$ cat config.mk
export PLATFORM = sky130hd
export DESIGN_NAME = feistel_block_cipher_modes_top_flat
export DESIGN_NICKNAME = d
export VERILOG_FILES = /design/src/rtl/core/fbcm_pkg.sv /design/src/rtl/core/fbcm_if.sv /design/src/rtl/core/feistel_block_cipher_modes_top.sv /design/src/flat_wrapper.sv
export SDC_FILE = /design/constraint.sdc
export NUM_CORES = 2
export LEC_CHECK = 0
export ABC_CLOCK_PERIOD_IN_PS = 6500
export BUFFER_PORTS_ARGS = -buffer_cell sky130_fd_sc_hd__buf_4
export CORE_ASPECT_RATIO = 1.25
export CORE_UTILIZATION = 55
export CTS_CLUSTER_DIAMETER = 40
export DETAILED_ROUTE_END_ITERATION = 7
export GPL_ROUTABILITY_DRIVEN = 0
export PLACE_DENSITY = 0.73
export SETUP_SLACK_MARGIN = 0.1
export SLEW_MARGIN = 0
export SYNTH_ARGS = -nofsm -noshare
export SYNTH_HDL_FRONTEND = slang
export SYNTH_SLANG_ARGS = --single-unit
$ cat constraint.sdc
create_clock -name clk -period 6.5 [get_ports clk]
set_input_delay 0.325 -clock clk [delete_from_list [all_inputs] [get_ports clk]]
set_output_delay 0.325 -clock clk [all_outputs]
set_load 0.02 [all_outputs]
$ cat src/rtl/core/fbcm_pkg.sv
// ----------------------------------------------------------------------------
// fbcm_pkg
// Shared types, codes and the round function of the Feistel cipher engine.
// ----------------------------------------------------------------------------
package fbcm_pkg;

    localparam int BLK_W   = 64;
    localparam int WORD_W  = 32;
    localparam int KIND_W  = 3;
    localparam int ROW_W   = 3;
    localparam int MODE_W  = 3;
    localparam int CFG_IDX_W = 3;
    localparam int ROWS    = 8;
    localparam int ROT_L   = 11;
    localparam int ROT_R   = 21;
    localparam int RND_W   = 5;

    localparam logic [WORD_W-1:0] CTR_ADD_LO  = 32'h0101_0101;
    localparam logic [WORD_W-1:0] CTR_ADD_HI  = 32'h0101_0104;
    localparam logic [WORD_W-1:0] CTR_ADD_HI1 = 32'h0101_0105;

    // configuration register indexes
    localparam logic [CFG_IDX_W-1:0] REG_KEY01 = 3'd0;
    localparam logic [CFG_IDX_W-1:0] REG_KEY23 = 3'd1;
    localparam logic [CFG_IDX_W-1:0] REG_KEY45 = 3'd2;
    localparam logic [CFG_IDX_W-1:0] REG_KEY67 = 3'd3;
    localparam logic [CFG_IDX_W-1:0] REG_MODE  = 3'd4;

    // input kinds
    localparam logic [KIND_W-1:0] KIND_LOAD_SBOX = 3'd0;
    localparam logic [KIND_W-1:0] KIND_SET_IV    = 3'd1;
    localparam logic [KIND_W-1:0] KIND_SET_MAC   = 3'd2;
    localparam logic [KIND_W-1:0] KIND_INIT_CTR  = 3'd3;
    localparam logic [KIND_W-1:0] KIND_PROCESS   = 3'd4;

    // modes
    localparam logic [MODE_W-1:0] MODE_ECB_ENC = 3'd0;
    localparam logic [MODE_W-1:0] MODE_ECB_DEC = 3'd1;
    localparam logic [MODE_W-1:0] MODE_CTR     = 3'd2;
    localparam logic [MODE_W-1:0] MODE_CFB_ENC = 3'd3;
    localparam logic [MODE_W-1:0] MODE_CFB_DEC = 3'd4;
    localparam logic [MODE_W-1:0] MODE_MAC     = 3'd5;
    localparam logic [MODE_W-1:0] MODE_ENC16   = 3'd6;
    localparam logic [MODE_W-1:0] MODE_DEC16   = 3'd7;

    typedef logic [ROWS-1:0][BLK_W-1:0] sbox_t;

    typedef enum logic [1:0] {
        CIPH_ENC32 = 2'd0,
        CIPH_DEC32 = 2'd1,
        CIPH_ENC16 = 2'd2,
        CIPH_DEC16 = 2'd3
    } ciph_t;

    // what happens with the cipher output when the item finishes
    typedef enum logic [2:0] {
        FIN_IMM     = 3'd0,
        FIN_PLAIN   = 3'd1,
        FIN_XOR     = 3'd2,
        FIN_CFB_ENC = 3'd3,
        FIN_CFB_DEC = 3'd4,
        FIN_MAC     = 3'd5,
        FIN_CHAIN   = 3'd6
    } fin_t;

    function automatic logic [2:0] key_sel(input ciph_t ciph, input logic [RND_W-1:0] rnd);
        logic [2:0] up;
        up = rnd[2:0];
        case (ciph)
            CIPH_ENC32: key_sel = (rnd[4:3] == 2'd3) ? ~up : up;
            CIPH_DEC32: key_sel = (rnd[4:3] == 2'd0) ? up : ~up;
            CIPH_ENC16: key_sel = up;
            default:    key_sel = ~up;
        endcase
    endfunction

    // add key, substitute each nibble through its own row, rotate left
    function automatic logic [WORD_W-1:0] round_f(
        input logic [WORD_W-1:0] half,
        input logic [WORD_W-1:0] key,
        input sbox_t             sbox
    );
        logic [WORD_W-1:0] t;
        logic [WORD_W-1:0] s;
        t = half + key;
        s = '0;
        for (int i = 0; i < ROWS; i++)
        begin
            s[4*i +: 4] = sbox[i][4*t[4*i +: 4] +: 4];
        end
        round_f = {s[WORD_W-1-ROT_L:0], s[WORD_W-1:ROT_R]};
    endfunction

endpackage

$ cat src/rtl/core/fbcm_if.sv
// ----------------------------------------------------------------------------
// fbcm_if
// Valid/ready channels of the Feistel cipher engine: items, results, config.
// ----------------------------------------------------------------------------
interface fbcm_item_if;
    logic                            valid;
    logic                            ready;
    logic [fbcm_pkg::KIND_W-1:0]     kind;
    logic [fbcm_pkg::ROW_W-1:0]      row_index;
    logic [fbcm_pkg::BLK_W-1:0]      block_in;
    logic                            last_block;

    modport source (output valid, kind, row_index, block_in, last_block, input ready);
    modport sink   (input valid, kind, row_index, block_in, last_block, output ready);
endinterface

interface fbcm_result_if;
    logic                            valid;
    logic                            ready;
    logic [fbcm_pkg::BLK_W-1:0]      block_out;
    logic                            last;

    modport source (output valid, block_out, last, input ready);
    modport sink   (input valid, block_out, last, output ready);
endinterface

interface fbcm_cfg_if;
    logic                            valid;
    logic                            ready;
    logic [fbcm_pkg::CFG_IDX_W-1:0]  index;
    logic [fbcm_pkg::BLK_W-1:0]      data;

    modport source (output valid, index, data, input ready);
    modport sink   (input valid, index, data, output ready);
endinterface

$ cat src/rtl/core/feistel_block_cipher_modes_top.sv
// ----------------------------------------------------------------------------
// feistel_block_cipher_modes_top
// One round per cycle on a single unit, for 32-round and 16-round work alike;
// loads and sets pass to the result register without any rounds.
// The item port waits while an item is in work; one item is taken at a time.
// Reset: keys, mode, S-box rows, chain and mac values clear to zero at once.
// ----------------------------------------------------------------------------
module feistel_block_cipher_modes_top (
    input  logic                 clk,
    input  logic                 rst_n,
    fbcm_cfg_if.sink             cfg,
    fbcm_item_if.sink            item,
    fbcm_result_if.source        result
);

    typedef enum logic [2:0] {
        ST_IDLE = 3'b001,
        ST_RUN  = 3'b010,
        ST_FIN  = 3'b100
    } state_t;

    state_t                                 state_reg, state_next;
    logic [3:0][fbcm_pkg::BLK_W-1:0]        key_reg;
    logic [fbcm_pkg::MODE_W-1:0]            mode_reg;
    fbcm_pkg::sbox_t                        sbox_reg;
    logic [fbcm_pkg::BLK_W-1:0]             chain_reg, chain_next;
    logic [fbcm_pkg::BLK_W-1:0]             mac_reg, mac_next;
    logic [fbcm_pkg::RND_W-1:0]             rnd_reg, rnd_next;
    fbcm_pkg::ciph_t                        ciph_reg, ciph_next;
    fbcm_pkg::fin_t                         fin_reg, fin_next;
    logic [fbcm_pkg::WORD_W-1:0]            n1_reg, n1_next;
    logic [fbcm_pkg::WORD_W-1:0]            n2_reg, n2_next;
    logic [fbcm_pkg::BLK_W-1:0]             blk_reg, blk_next;
    logic                                   last_reg;
    logic                                   out_valid_reg;
    logic [fbcm_pkg::BLK_W-1:0]             out_blk_reg;
    logic                                   out_last_reg;

    logic                                   item_xfer;
    logic                                   cfg_xfer;
    logic                                   slot_free;
    logic                                   fin_go;
    logic                                   last_rnd;
    logic                                   sbox_we;
    logic [2:0]                             ksel;
    logic [fbcm_pkg::WORD_W-1:0]            kword;
    logic [fbcm_pkg::WORD_W-1:0]            f_out;
    logic [fbcm_pkg::BLK_W-1:0]             src;
    logic [fbcm_pkg::BLK_W-1:0]             ciph_out;
    logic [fbcm_pkg::BLK_W-1:0]             res;
    logic [fbcm_pkg::BLK_W-1:0]             ctr_val;
    logic [fbcm_pkg::WORD_W:0]              ctr_hi_sum;

    assign cfg.ready    = 1'b1;
    assign cfg_xfer     = cfg.valid & cfg.ready;
    assign item.ready   = (state_reg == ST_IDLE);
    assign item_xfer    = item.valid & item.ready;
    assign slot_free    = ~out_valid_reg | result.ready;
    assign fin_go       = (state_reg == ST_FIN) & slot_free;
    assign sbox_we      = item_xfer & (item.kind == fbcm_pkg::KIND_LOAD_SBOX);

    assign result.valid     = out_valid_reg;
    assign result.block_out = out_blk_reg;
    assign result.last      = out_last_reg;

    // shared round unit
    assign ksel  = fbcm_pkg::key_sel(ciph_reg, rnd_reg);
    assign kword = ksel[0] ? key_reg[ksel[2:1]][63:32] : key_reg[ksel[2:1]][31:0];
    assign f_out = fbcm_pkg::round_f(n1_reg, kword, sbox_reg);
    assign last_rnd = (rnd_reg == {(ciph_reg == fbcm_pkg::CIPH_ENC32 ||
                                    ciph_reg == fbcm_pkg::CIPH_DEC32), 4'hF});

    // counter step: low word mod 2^32, high word mod 2^32-1
    assign ctr_hi_sum = {1'b0, chain_reg[63:32]} + {1'b0, fbcm_pkg::CTR_ADD_HI};
    assign ctr_val[31:0]  = chain_reg[31:0] + fbcm_pkg::CTR_ADD_LO;
    assign ctr_val[63:32] = ctr_hi_sum[fbcm_pkg::WORD_W] ?
                            chain_reg[63:32] + fbcm_pkg::CTR_ADD_HI1 :
                            ctr_hi_sum[fbcm_pkg::WORD_W-1:0];

    assign ciph_out = (ciph_reg == fbcm_pkg::CIPH_ENC16) ? {n2_reg, n1_reg} : {n1_reg, n2_reg};

    always_comb
    begin
        state_next = state_reg;
        rnd_next   = rnd_reg;
        ciph_next  = ciph_reg;
        fin_next   = fin_reg;
        n1_next    = n1_reg;
        n2_next    = n2_reg;
        blk_next   = blk_reg;
        chain_next = chain_reg;
        mac_next   = mac_reg;
        src        = item.block_in;
        res        = blk_reg;

        unique case (state_reg)
            ST_IDLE:
            begin
                if (item_xfer)
                begin
                    rnd_next   = '0;
                    blk_next   = item.block_in;
                    fin_next   = fbcm_pkg::FIN_IMM;
                    ciph_next  = fbcm_pkg::CIPH_ENC32;
                    state_next = ST_FIN;
                    unique case (item.kind)
                        fbcm_pkg::KIND_LOAD_SBOX:
                        begin
                            blk_next = '0;
                        end
                        fbcm_pkg::KIND_SET_IV:
                        begin
                            chain_next = item.block_in;
                        end
                        fbcm_pkg::KIND_SET_MAC:
                        begin
                            mac_next = item.block_in;
                        end
                        fbcm_pkg::KIND_INIT_CTR:
                        begin
                            src        = chain_reg;
                            fin_next   = fbcm_pkg::FIN_CHAIN;
                            state_next = ST_RUN;
                        end
                        fbcm_pkg::KIND_PROCESS:
                        begin
                            state_next = ST_RUN;
                            unique case (mode_reg)
                                fbcm_pkg::MODE_ECB_ENC:
                                begin
                                    fin_next = fbcm_pkg::FIN_PLAIN;
                                end
                                fbcm_pkg::MODE_ECB_DEC:
                                begin
                                    ciph_next = fbcm_pkg::CIPH_DEC32;
                                    fin_next  = fbcm_pkg::FIN_PLAIN;
                                end
                                fbcm_pkg::MODE_CTR:
                                begin
                                    src        = ctr_val;
                                    chain_next = ctr_val;
                                    fin_next   = fbcm_pkg::FIN_XOR;
                                end
                                fbcm_pkg::MODE_CFB_ENC:
                                begin
                                    src      = chain_reg;
                                    fin_next = fbcm_pkg::FIN_CFB_ENC;
                                end
                                fbcm_pkg::MODE_CFB_DEC:
                                begin
                                    src      = chain_reg;
                                    fin_next = fbcm_pkg::FIN_CFB_DEC;
                                end
                                fbcm_pkg::MODE_MAC:
                                begin
                                    src       = mac_reg ^ item.block_in;
                                    ciph_next = fbcm_pkg::CIPH_ENC16;
                                    fin_next  = fbcm_pkg::FIN_MAC;
                                end
                                fbcm_pkg::MODE_ENC16:
                                begin
                                    ciph_next = fbcm_pkg::CIPH_ENC16;
                                    fin_next  = fbcm_pkg::FIN_PLAIN;
                                end
                                fbcm_pkg::MODE_DEC16:
                                begin
                                    ciph_next = fbcm_pkg::CIPH_DEC16;
                                    fin_next  = fbcm_pkg::FIN_PLAIN;
                                end
                                default:
                                begin
                                    fin_next = fbcm_pkg::FIN_PLAIN;
                                end
                            endcase
                        end
                        default:
                        begin
                            blk_next = '0;
                        end
                    endcase
                    // 16-round decrypt starts with the halves exchanged
                    if (ciph_next == fbcm_pkg::CIPH_DEC16)
                    begin
                        n1_next = src[63:32];
                        n2_next = src[31:0];
                    end
                    else
                    begin
                        n1_next = src[31:0];
                        n2_next = src[63:32];
                    end
                end
            end
            ST_RUN:
            begin
                n1_next  = n2_reg ^ f_out;
                n2_next  = n1_reg;
                rnd_next = rnd_reg + 1'b1;
                if (last_rnd)
                begin
                    state_next = ST_FIN;
                end
            end
            ST_FIN:
            begin
                case (fin_reg)
                    fbcm_pkg::FIN_IMM:     res = blk_reg;
                    fbcm_pkg::FIN_PLAIN:   res = ciph_out;
                    fbcm_pkg::FIN_XOR:     res = blk_reg ^ ciph_out;
                    fbcm_pkg::FIN_CFB_ENC: res = blk_reg ^ ciph_out;
                    fbcm_pkg::FIN_CFB_DEC: res = blk_reg ^ ciph_out;
                    fbcm_pkg::FIN_MAC:     res = ciph_out;
                    fbcm_pkg::FIN_CHAIN:   res = ciph_out;
                    default:               res = blk_reg;
                endcase
                if (fin_go)
                begin
                    state_next = ST_IDLE;
                    case (fin_reg)
                        fbcm_pkg::FIN_CFB_ENC: chain_next = res;
                        fbcm_pkg::FIN_CFB_DEC: chain_next = blk_reg;
                        fbcm_pkg::FIN_CHAIN:   chain_next = res;
                        fbcm_pkg::FIN_MAC:     mac_next   = res;
                        default:               chain_next = chain_reg;
                    endcase
                end
            end
            default:
            begin
                state_next = ST_IDLE;
            end
        endcase
    end

    always_ff @(posedge clk or negedge rst_n)
    begin
        if (!rst_n)
        begin
            state_reg     <= ST_IDLE;
            out_valid_reg <= 1'b0;
            key_reg       <= '0;
            mode_reg      <= '0;
            sbox_reg      <= '0;
            chain_reg     <= '0;
            mac_reg       <= '0;
            rnd_reg       <= '0;
            ciph_reg      <= fbcm_pkg::CIPH_ENC32;
            fin_reg       <= fbcm_pkg::FIN_IMM;
        end
        else
        begin
            state_reg <= state_next;
            rnd_reg   <= rnd_next;
            ciph_reg  <= ciph_next;
            fin_reg   <= fin_next;
            chain_reg <= chain_next;
            mac_reg   <= mac_next;
            if (fin_go)
            begin
                out_valid_reg <= 1'b1;
            end
            else if (result.ready)
            begin
                out_valid_reg <= 1'b0;
            end
            if (sbox_we)
            begin
                sbox_reg[item.row_index] <= item.block_in;
            end
            if (cfg_xfer)
            begin
                unique case (cfg.index)
                    fbcm_pkg::REG_KEY01: key_reg[0] <= cfg.data;
                    fbcm_pkg::REG_KEY23: key_reg[1] <= cfg.data;
                    fbcm_pkg::REG_KEY45: key_reg[2] <= cfg.data;
                    fbcm_pkg::REG_KEY67: key_reg[3] <= cfg.data;
                    fbcm_pkg::REG_MODE:  mode_reg   <= cfg.data[fbcm_pkg::MODE_W-1:0];
                    default:             mode_reg   <= mode_reg;
                endcase
            end
        end
    end

    // datapath, no reset needed
    always_ff @(posedge clk)
    begin
        n1_reg  <= n1_next;
        n2_reg  <= n2_next;
        blk_reg <= blk_next;
        if (item_xfer)
        begin
            last_reg <= item.last_block;
        end
        if (fin_go)
        begin
            out_blk_reg  <= res;
            out_last_reg <= last_reg;
        end
    end

`ifndef ASSERT_OFF
    assert property (@(posedge clk) disable iff (!rst_n) $onehot(state_reg))
        else $error("state register lost its one-hot code");

    assert property (@(posedge clk) disable iff (!rst_n)
        (item_xfer && (item.kind == fbcm_pkg::KIND_INIT_CTR ||
                       item.kind == fbcm_pkg::KIND_PROCESS))
        |=> (state_reg == ST_RUN && rnd_reg == '0))
        else $error("cipher work did not start at round zero");

    assert property (@(posedge clk) disable iff (!rst_n)
        (state_reg == ST_RUN && (ciph_reg == fbcm_pkg::CIPH_ENC16 ||
                                 ciph_reg == fbcm_pkg::CIPH_DEC16))
        |-> (rnd_reg[4] == 1'b0))
        else $error("16-round work ran past its last round");

    assert property (@(posedge clk) disable iff (!rst_n)
        fin_go |=> (out_valid_reg && state_reg == ST_IDLE))
        else $error("finished item did not reach the result register");
`endif

endmodule
$ cat src/flat_wrapper.sv
// flat-port wrapper written by rule: the top's interface ports become plain ports
module feistel_block_cipher_modes_top_flat 
  (clk, rst_n, cfg_valid, cfg_index, cfg_data, cfg_ready, item_valid, item_kind, item_row_index, item_block_in, item_last_block, item_ready, result_valid, result_block_out, result_last, result_ready);
  fbcm_cfg_if cfg_i ();
  fbcm_item_if item_i ();
  fbcm_result_if result_i ();
  input  logic clk;
  input  logic rst_n;
  input wire logic [$bits(cfg_i.valid)-1:0] cfg_valid;
  input wire logic [$bits(cfg_i.index)-1:0] cfg_index;
  input wire logic [$bits(cfg_i.data)-1:0] cfg_data;
  output wire logic [$bits(cfg_i.ready)-1:0] cfg_ready;
  input wire logic [$bits(item_i.valid)-1:0] item_valid;
  input wire logic [$bits(item_i.kind)-1:0] item_kind;
  input wire logic [$bits(item_i.row_index)-1:0] item_row_index;
  input wire logic [$bits(item_i.block_in)-1:0] item_block_in;
  input wire logic [$bits(item_i.last_block)-1:0] item_last_block;
  output wire logic [$bits(item_i.ready)-1:0] item_ready;
  output wire logic [$bits(result_i.valid)-1:0] result_valid;
  output wire logic [$bits(result_i.block_out)-1:0] result_block_out;
  output wire logic [$bits(result_i.last)-1:0] result_last;
  input wire logic [$bits(result_i.ready)-1:0] result_ready;
  assign cfg_i.valid = cfg_valid;
  assign cfg_i.index = cfg_index;
  assign cfg_i.data = cfg_data;
  assign cfg_ready = cfg_i.ready;
  assign item_i.valid = item_valid;
  assign item_i.kind = item_kind;
  assign item_i.row_index = item_row_index;
  assign item_i.block_in = item_block_in;
  assign item_i.last_block = item_last_block;
  assign item_ready = item_i.ready;
  assign result_valid = result_i.valid;
  assign result_block_out = result_i.block_out;
  assign result_last = result_i.last;
  assign result_i.ready = result_ready;
  feistel_block_cipher_modes_top u_core (.clk(clk), .rst_n(rst_n), .cfg(cfg_i), .item(item_i), .result(result_i));
endmodule
==> results.cfg <==
[synthesis]
synth_cell_types = 93
syn-mean-instance-area_um2 = 11.4
ys_warn_count = 0
syn-num-nets = 5453
synth_edf_count = 194
ys_seq_area_share_pct = 47.6
synth_cells = 5272
synthArstFlopShare_pct = 82.5
synth_flop_cell = dfrtp_1
netlist_area_um2 = 60200
ys_ff_latch = 1107

[timing]
worst_slew_pin_slew_ns = 1.41
hold_viol = 0
fin_setup_tns_ns = 0
clock.fmax_mhz = 164
clock-skew-final_ns = 0.0323
period_share_pct = 93.7
setup_ws_ns = 0.408
slew_viol_final = 0
min_period_ns = 6.09
setup-violations-final = 0
rsz0062_at_grt = yes
max_slew_margin_pct = 4.77

[power]
p_per_area_nw_per_um2 = 444
ir_worst_vdd_mv = 0.323
leakagePower_nw = 29.4

[grt]
grt_pass1_vias = 46400
grt_util_met3_pct = 12.8
grt_pass1_wl_um = 315000
track_usage_pct = 39.2
antenna_found_initial = 24
top_usage_layer = met2
grt_use_met1_pct = 46.5
grt_start_max_net_pins = 198
grt_overflow = 0
grt_util_met2_pct = 59.1

[critical_path]
cp_max_fo = 27
path_cells = nor2b_1 -> o21ai_1 -> nand2_1 -> xnor2_4 -> buf_12 -> mux4_2 -> mux2_2 -> ha_1 -> fa_1 -> a21oi_1 -> nand4b_4 -> nand2_1 -> a31o_2 -> a21o_1 -> a21oi_1 -> xnor2_4 -> mux4_2 -> o22ai_1 -> nor2_1 -> xnor2_1 -> a21oi_1
cp_slowest_cell = mux4_2
path_common_cell = a21oi_1
r2r_slack_ns = 0.41
crit_arrival_ns = 6.61
crit_cells = 21
r2r_end = u_core.n1_reg[20]
crit_start = u_core.rnd_reg[4]
worst_setup_path_start_kind = flip-flop
critPathRequiredTime_ns = 7.02
end_kind = flip-flop
critPathMaxStageDelay_ns = 0.53
critPathKind = flip-flop to flip-flop
r2r_start = u_core.rnd_reg[4]
critPathBufInv = 1
reg2reg_depth = 21
crit_path_end = u_core.n1_reg[20]
path_delay_family = compound AO/OA/AOI/OAI gates

[routing]
drc = 12
dr.pass1.iters = 8
ant_nets = 0
vias = 47800
drt-wirelength-per-cell_um = 31.6
wirelength_um = 219000
drtIter0Drc = 6708
viasPerCell = 6.91

[layout]
largest_reg_flops = 512
final_nets = 5542
layout-drive-gt1-share_pct = 30.8
fin_util_pct = 63.7
area_delta_synth_final_pct = 14.6

[floorplan]
ios = 211
fp-row-count = 135
die_height_um = 372
core_area_um2 = 108000
die-area_um2 = 111000
initial_core_util_pct = 55.5
fp.dieW_um = 298

[cts]
cts_buffers = 138
clock_sinks = 1107
htree_levels = 4
clk_latency_ns = 0.80
cts_tree = done
cts.path.max_buffers = 3
clkTransAtPathRegs_ns = 0.06
cts_root_buf = clkbuf_16

[hold_path]
hold_depth = 3
holdCritPathClass = primary input to flip-flop

[outcome]
status = finished with violations
violations = design-rule violations

[placed_design]
dpl.hpwl_um = 140000
dp_slack_ns = 0.282
numPortBuffers = 209

[flow_run]
max_cap_violations = 0
cell families after synthesis:
logic type / Yosys count / share of synthesized area (%)
flops: 1107 / 47.6
fa+ha+maj: 38 / 0.802
mux: 1155 / 24.5
compound gates: 1230 / 13.1
xor+xnor: 215 / 3.20
other cells: 1 / 0.00623
buf+inv: 494 / 3.23
simple gates: 1032 / 7.53
worst min-delay path: stages:
cell and delay (ns):
buf_4 0.22, o21ai_0 0.18, o21ai_0 0.07
metal layers:
| metal | part of all wire (%) | up-vias |
|---|---|---|
| met1 | 34 | 23900 |
| met2 | 44 | 3286 |
| met5 | 0.077 | - |
| li1 | - | 19700 |
| met3 | 12 | 963 |
| met4 | 9.8 | 16 |
where the power goes:
part	internal (W)	switching, W
clock network	0.00467	0.00341
registers	0.00860	0.00141
logic	0.00512	0.00745
total	0.0184	0.0123
cells in the mapped netlist, types with 15 or more instances:
library cell | number | area share [%]
a211oi_1 | 72 | 0.90
nor2_1 | 295 | 1.8
a21oi_1 | 223 | 1.9
inv_1 | 23 | 0.14
mux2_2 | 845 | 16
nor2b_1 | 29 | 0.30
clkbuf_1 | 410 | 2.6
a32oi_1 | 36 | 0.52
dfrtp_1 | 912 | 38
ha_1 | 37 | 0.77
o21ai_0 | 432 | 3.6
a22oi_1 | 31 | 0.39
o221ai_1 | 15 | 0.22
mux2i_1 | 140 | 2.3
and2_1 | 75 | 0.78
nand4_1 | 16 | 0.17
o211ai_1 | 42 | 0.52
o22ai_1 | 45 | 0.47
a21o_1 | 26 | 0.32
buf_1 | 40 | 0.25
nand3_1 | 38 | 0.32
a31oi_1 | 33 | 0.34
edfxtp_1 | 194 | 9.7
xor2_1 | 69 | 1.0
a221oi_1 | 79 | 1.1
nor3_1 | 33 | 0.27
xnor2_1 | 140 | 2.0
a221o_1 | 22 | 0.37
mux4_2 | 167 | 6.2
and3_1 | 19 | 0.20
nand2_1 | 468 | 2.9
o21a_1 | 72 | 0.90
final cells by class:
cell class                      instances  area (µm²)
Multi-Input combinational cell       3672       30000
Antenna cell                            8        20.0
Fill cell                            8174       39400
Timing Repair Buffer                  419        3560
Sequential cell                      1107       28700
Clock buffer                          167        3770
Tap cell                             1438        1800
Clock inverter                         90        1090
Inverter                               23        86.3
what timing repair did:
item | 4_1_cts | 5_1_grt
hold buffers | 77 | 0
setup buffers | 0 | 8
endpoints found under the setup margin | 0 | 18
gates resized for setup | 0 | 12
hold endpoints to repair | 355 | 0
per-stage QoR:
stage          hold WS [ns]  power (W)  std cells  area (µm²)
2_1_floorplan        0.0294     0.0176       5272       60200
3_3_place_gp          0.403     0.0215       6570       63100
3_5_place_dp          0.414     0.0218       6570       63100
4_1_cts              0.0213     0.0299       6904       68800
5_1_grt              0.0523     0.0316       6918       69000
6_report             0.0632     0.0307       6924       69000
layout by cell type (no fill, tap or decap), types with 37 or more instances in the layout:
| cell | Yosys | routed |
|---|---|---|
| mux2_2 | 845 | 845 |
| dlygate4sd3_1 | 0 | 77 |
| buf_4 | 9 | 321 |
| mux2i_1 | 140 | 137 |
| o22ai_1 | 45 | 44 |
| a21oi_1 | 223 | 222 |
| dfrtp_1 | 912 | 910 |
| xnor2_1 | 140 | 131 |
| a211oi_1 | 72 | 72 |
| a221oi_1 | 79 | 78 |
| clkbuf_16 | 0 | 142 |
| nor2_1 | 295 | 285 |
| and2_1 | 75 | 72 |
| xor2_1 | 69 | 65 |
| o21a_1 | 72 | 71 |
| o211ai_1 | 42 | 42 |
| o21ai_0 | 432 | 430 |
| mux4_2 | 167 | 167 |
| edfxtp_1 | 194 | 194 |
| nand2_1 | 468 | 464 |
| ha_1 | 37 | 37 |
how the worst min path moves through the flow:
stage | from | endpoint | slack [ns]
after detailed placement | rst_n | u_core.sbox_reg[34] | 0.41
final | item_block_in[5] | u_core.mac_reg[5] | 0.06
after global placement | u_core.last_reg | u_core.result.last | 0.40
after floorplan | rst_n | u_core.chain_reg[0] | 0.03
after global routing | item_block_in[36] | u_core.sbox_reg[100] | 0.05
after CTS | item_block_in[1] | u_core.mac_reg[1] | 0.02
Note: power is estimated with default switching activity, not from simulation.
